[config.mk]
export PLATFORM = sky130hd
export DESIGN_NAME = mtg_ram
export DESIGN_NICKNAME = d
export VERILOG_FILES = /design/src/hw/rtl/mtg_ram.sv
export SDC_FILE = /design/constraint.sdc
export NUM_CORES = 1
export LEC_CHECK = 0
export BUFFER_PORTS_ARGS = -buffer_cell sky130_fd_sc_hd__buf_2
export CAP_MARGIN = 5
export CORE_MARGIN = 5
export CORE_UTILIZATION = 50
export DETAILED_ROUTE_END_ITERATION = 6
export PLACE_DENSITY = 0.69
export SLEW_MARGIN = 10
export SYNTH_ARGS = -nofsm -noshare
export SYNTH_HDL_FRONTEND = slang
export SYNTH_SLANG_ARGS = --single-unit
[constraint.sdc]
create_clock -name clk -period 3.9 [get_ports clk]
set_clock_uncertainty 0.15 [all_clocks]
set_input_delay 0.39 -clock clk [delete_from_list [all_inputs] [get_ports clk]]
set_output_delay 0.39 -clock clk [all_outputs]
set_load 0.01 [all_outputs]
[src/hw/rtl/mtg_ram.sv]
// Generic single-write, single-read synchronous RAM with a registered read.
// Used for the context state words and the key buffer; no package needed.
module mtg_ram #(
    parameter int WIDTH = 32,
    parameter int DEPTH = 16,
    localparam int AW = (DEPTH > 1) ? $clog2(DEPTH) : 1
) (
    input  logic             clk,
    input  logic             we,
    input  logic [AW-1:0]    waddr,
    input  logic [WIDTH-1:0] wdata,
    input  logic             re,
    input  logic [AW-1:0]    raddr,
    output logic [WIDTH-1:0] rdata
);

    logic [WIDTH-1:0] mem [DEPTH];

    always_ff @(posedge clk)
    begin
        if (we)
        begin
            mem[waddr] <= wdata;
        end
    end

    // Read data holds until the next read enable.
    always_ff @(posedge clk)
    begin
        if (re)
        begin
            rdata <= mem[raddr];
        end
    end

endmodule
After elaboration in Yosys (flattened, before gate mapping) --
Memory sizes are Yosys's and may differ from the RTL's. A register that Yosys moved wholly into a read port is not among the register bits. Index checks and enable logic that the tools add are counted.
Cells by class: add/subtract/negate cells 0, $mul 0, div/mod/pow operators 0, magnitude comparators 0, equal/unequal tests 0, shift operators 0, mux-type cells 2, bitwise gates (word level) 0, reductions and logical operators 0
Operator list (count):
- $mux 1 | 2
Storage, ports and cells: flip-flop bits (word level) 0, latch bits 0, bits in writable memories 512, ROM bits 0, output and inout bits 32, memories 1
Memories:
- mem | words 16, width 32, rd ports 1, clocked after memory_dff 1, write ports 1, line 17 | logic [WIDTH-1:0] mem [DEPTH];

Depth between registers and ports, before layout --
depth in word-level cells 2, gate-level depth with buffers 5, gate-level depth less buffers 3

Worst setup path before layout --
Ideal clock, no wire load.
path type input port to flip-flop, start input waddr[2], end memory mem[0][0] (enable), library setup time 0.461 ns, arrival time 3.108 ns, setup slack 0.180 ns, cell stages on the path 2, buffers on the path 0, path through or3b_2 nor3_1
RTL lines:
- start, declared | line 10 | input logic [AW-1:0] waddr,
- end, declared | line 17
No word-level cell before the write port.

==> metrics.md <==
| Metric | Value |
|---|---|
| Worst hold start | wdata[3] |
| Vias per inst | around 6.0 |
| Required @ worst endpoint | a little over 4 ns |
| Die area | 0.0445 mm2 |
| Actual slew at the worst max-slew pin | approximately 1.1 ns |
| R2R Setup Slk | 2.26 ns |
| Initial DRC count | between 1000 and 1500 |
| Vias in the first global route | between 9000 and 10000 |
| Row cnt | 73 |
| Drc violations | 0 |
| Core Util, Final | between 50% and 60% |
| Total Routing Usage GR | 19.2% |
| Final Max Tran Viols | 0 |
| Design Power | 12000 uW |
| Leakage | around 0.0073 uW |
| Setup Fix Bufs, Post-CTS | 0 |
| Synth Flop Type | edfxtp_1 |
| Setup TNS | 0 ns |
| Final period util | between 50 and 60% |
| Routed wl met3 | ~3300 um |
| CTS clock-pin slew for the worst setup and hold paths | around 0.060 ns |
| Die Y-Extent | about 210 um |
| Hold Crit Endpoint | mem[5][3] |
| DP Wirelength | roughly 22000 um |
| Kind of critical path | in -> reg |
| Clk sinks | 544 |
| Worst skew pair latency | a little under 0.6 ns |
| Initial antenna violation count | 2 |
| Final hold violations | 0 |
| Routed wire length | 42000 um |
| Post-synthesis async set-or-reset flop share | 0% |
| Yosys cell types | 17 |
| DP Cell Count | ~1400 |
| Area Growth Syn to Fin | 14.3% |
| Worst vdd ir | roughly 510 uV |
| Fmax | a little over 0.5 GHz |
| Syn_area_per_cell | ~24 um2 |
| Reg-to-reg endpoint | rdata[24] |
| Mapped Cells | roughly 840 |
| Cell Chain, Critical Path | clkbuf_8, buf_12, mux4_2, a22oi_1, nand2_1 |
| I/O Buffers | 74 |
| CP Capture Type | flop |
| Commonest cells after routing, fill and taps aside | edfxtp_1 (544), mux4_2 (128), buf_2 (72) |
| Fill cells | between 2000 and 3000 |
| Ys Warns | 0 |
| Seq/Total Area, Yosys | between 80% and 90% |
| H-Tree Depth | 2 |
| CP Buf/Inv Count | 2 |
| Syn Std Cell Area | between 0.02 and 0.025 mm2 |
| Post-synth EDFFs | 544 |
| CTS root buffer | clkbuf_16 |
| Worst slew margin | between 20% and 30% |
| GRT overflow | 0 |
| Worst r2r src | mem[0][24] |
| Power Density | ~520 mW/mm2 |
| Hold Path Stages | 1 |
| Final setup vio count | 0 |
| Starting Density | ~51% |
| Fin nets | approximately 1000 |
| Largest net degree at the start of global routing | 52 |
| Commonest non-fill, non-tap cell in the layout | edfxtp_1 |
| M1 WL | around 17000 um |
| CP Max Fanout | 45 |
| Syn Nets | slightly below 900 |
| Minimum clock period | between 1.5 and 2 ns |
| Hold Crit Class | in -> reg |
| DR WL/cell | ~28 um |
| Outcome | complete, no violations |
| Total vias in the final route | between 9000 and 10000 |
| Slowest cell delay on critical path | just under 0.6 ns |
| Slowest CP cell | mux4_2 |
| 1st-pass router iterations | 5 |
| Maxcap violations | 0 |
| RePlAce Congestion | just under 0.7 |
| CP delay by family, top | buffers and inverters |
| Data arrival, critical path | 2.15 ns |
| Final ANT Viol Nets | 0 |
| Post-Layout Cell Count | between 1500 and 2000 |
| TritonCTS Buffers | 52 |
| Met2 wire length | approximately 21000 um |
| R2R cell count | 3 |
| Top sig layer | met5 |
| RSZ-0062 raised after global routing | false |
| Startpoint Class | input port |
| Global-route wire length before repair | about 63000 um |
| WP depth | 5 |
| Yosys reg bits | 544 |
| Layout cells sized above 1 | between 30% and 40% |
| Die width | 211 um |
| # IOs | 75 |
| CTS tree | yes |
| Clk buf depth | 3 |
| Core area | around 0.040 mm2 |
-- metrics by stage --
step,cell area (um2),setup slack [ns],hold WS (ns)
final,23100,1.92,0.0324
after global routing,23100,1.80,0.0192
after CTS,23100,1.91,0.00391
after detailed placement,21400,1.28,0.580
after global placement,21400,1.31,0.571
after floorplan,20200,0.180,0.339
-- per-layer routing --
metal / vias up / track usage, %
met5: - / 0
met4: 2 / 4.11
met3: 49 / 4.07
met2: 359 / 30.8
met1: 4872 / 28.0
li1: 3848 / -
-- synth_stat cells (4+ instances only) --
cell | instances | area [um2]
a22oi_1 | 64 | 480
buf_1 | 9 | 33.8
buf_2 | 4 | 20.0
buf_4 | 11 | 82.6
nor2_1 | 13 | 48.8
mux4_2 | 128 | 2880
nor3_1 | 4 | 20.0
edfxtp_1 | 544 | 16300
nand2_1 | 33 | 124
clkbuf_1 | 17 | 63.8
-- worst max path at each step --
| stage | startpoint | to | slack (ns) |
|---|---|---|---|
| 2_1_floorplan | waddr[2] | mem[0][0] | 0.18 |
| 3_3_place_gp | raddr[1] | rdata[2] | 1.31 |
| 3_5_place_dp | raddr[0] | rdata[24] | 1.28 |
| 4_1_cts | raddr[0] | rdata[24] | 1.91 |
| 5_1_grt | raddr[0] | rdata[1] | 1.80 |
| 6_report | raddr[0] | rdata[24] | 1.92 |
-- layout make-up --
| class | instances | area [um2] | area share (%) |
|---|---|---|---|
| antenna | 2 | 5.00 | 0.0217 |
| clock buffer | 71 | 1420 | 6.14 |
| clock inverter | 25 | 195 | 0.846 |
| multi-input combinational | 251 | 3750 | 16.3 |
| sequential | 544 | 16300 | 70.8 |
| tap | 525 | 657 | 2.85 |
| timing repair buffer | 105 | 704 | 3.05 |
-- cell families (layout without fill, tap and decap cells) --
| kind of cell | count (synthesis) | in the layout | synth area share (%) |
|---|---|---|---|
| buffers and inverters | 43 | 201 | 1.10 |
| and+or+nand+nor | 59 | 59 | 1.25 |
| AOI/OAI and AO/OA | 64 | 64 | 2.38 |
| muxes | 128 | 128 | 14.3 |
| DFF | 544 | 544 | 81.0 |
| other | 0 | 2 | 0 |
-- state kept, by name, indices dropped and copies added, names as in the netlist --
name   cells
rdata     32
mem      512
-- where the power goes --
group          total, uW  switching, uW  internal [uW]
combinational        568            337            231
sequential          6620           37.6           6590
clock               4770           2040           2730
-- timing repair --
item	CTS	global route
gates resized for setup	0	0
hold buffers	1	0
endpoints found under the hold margin	1	0
Note: power is estimated with default switching activity, not from simulation.
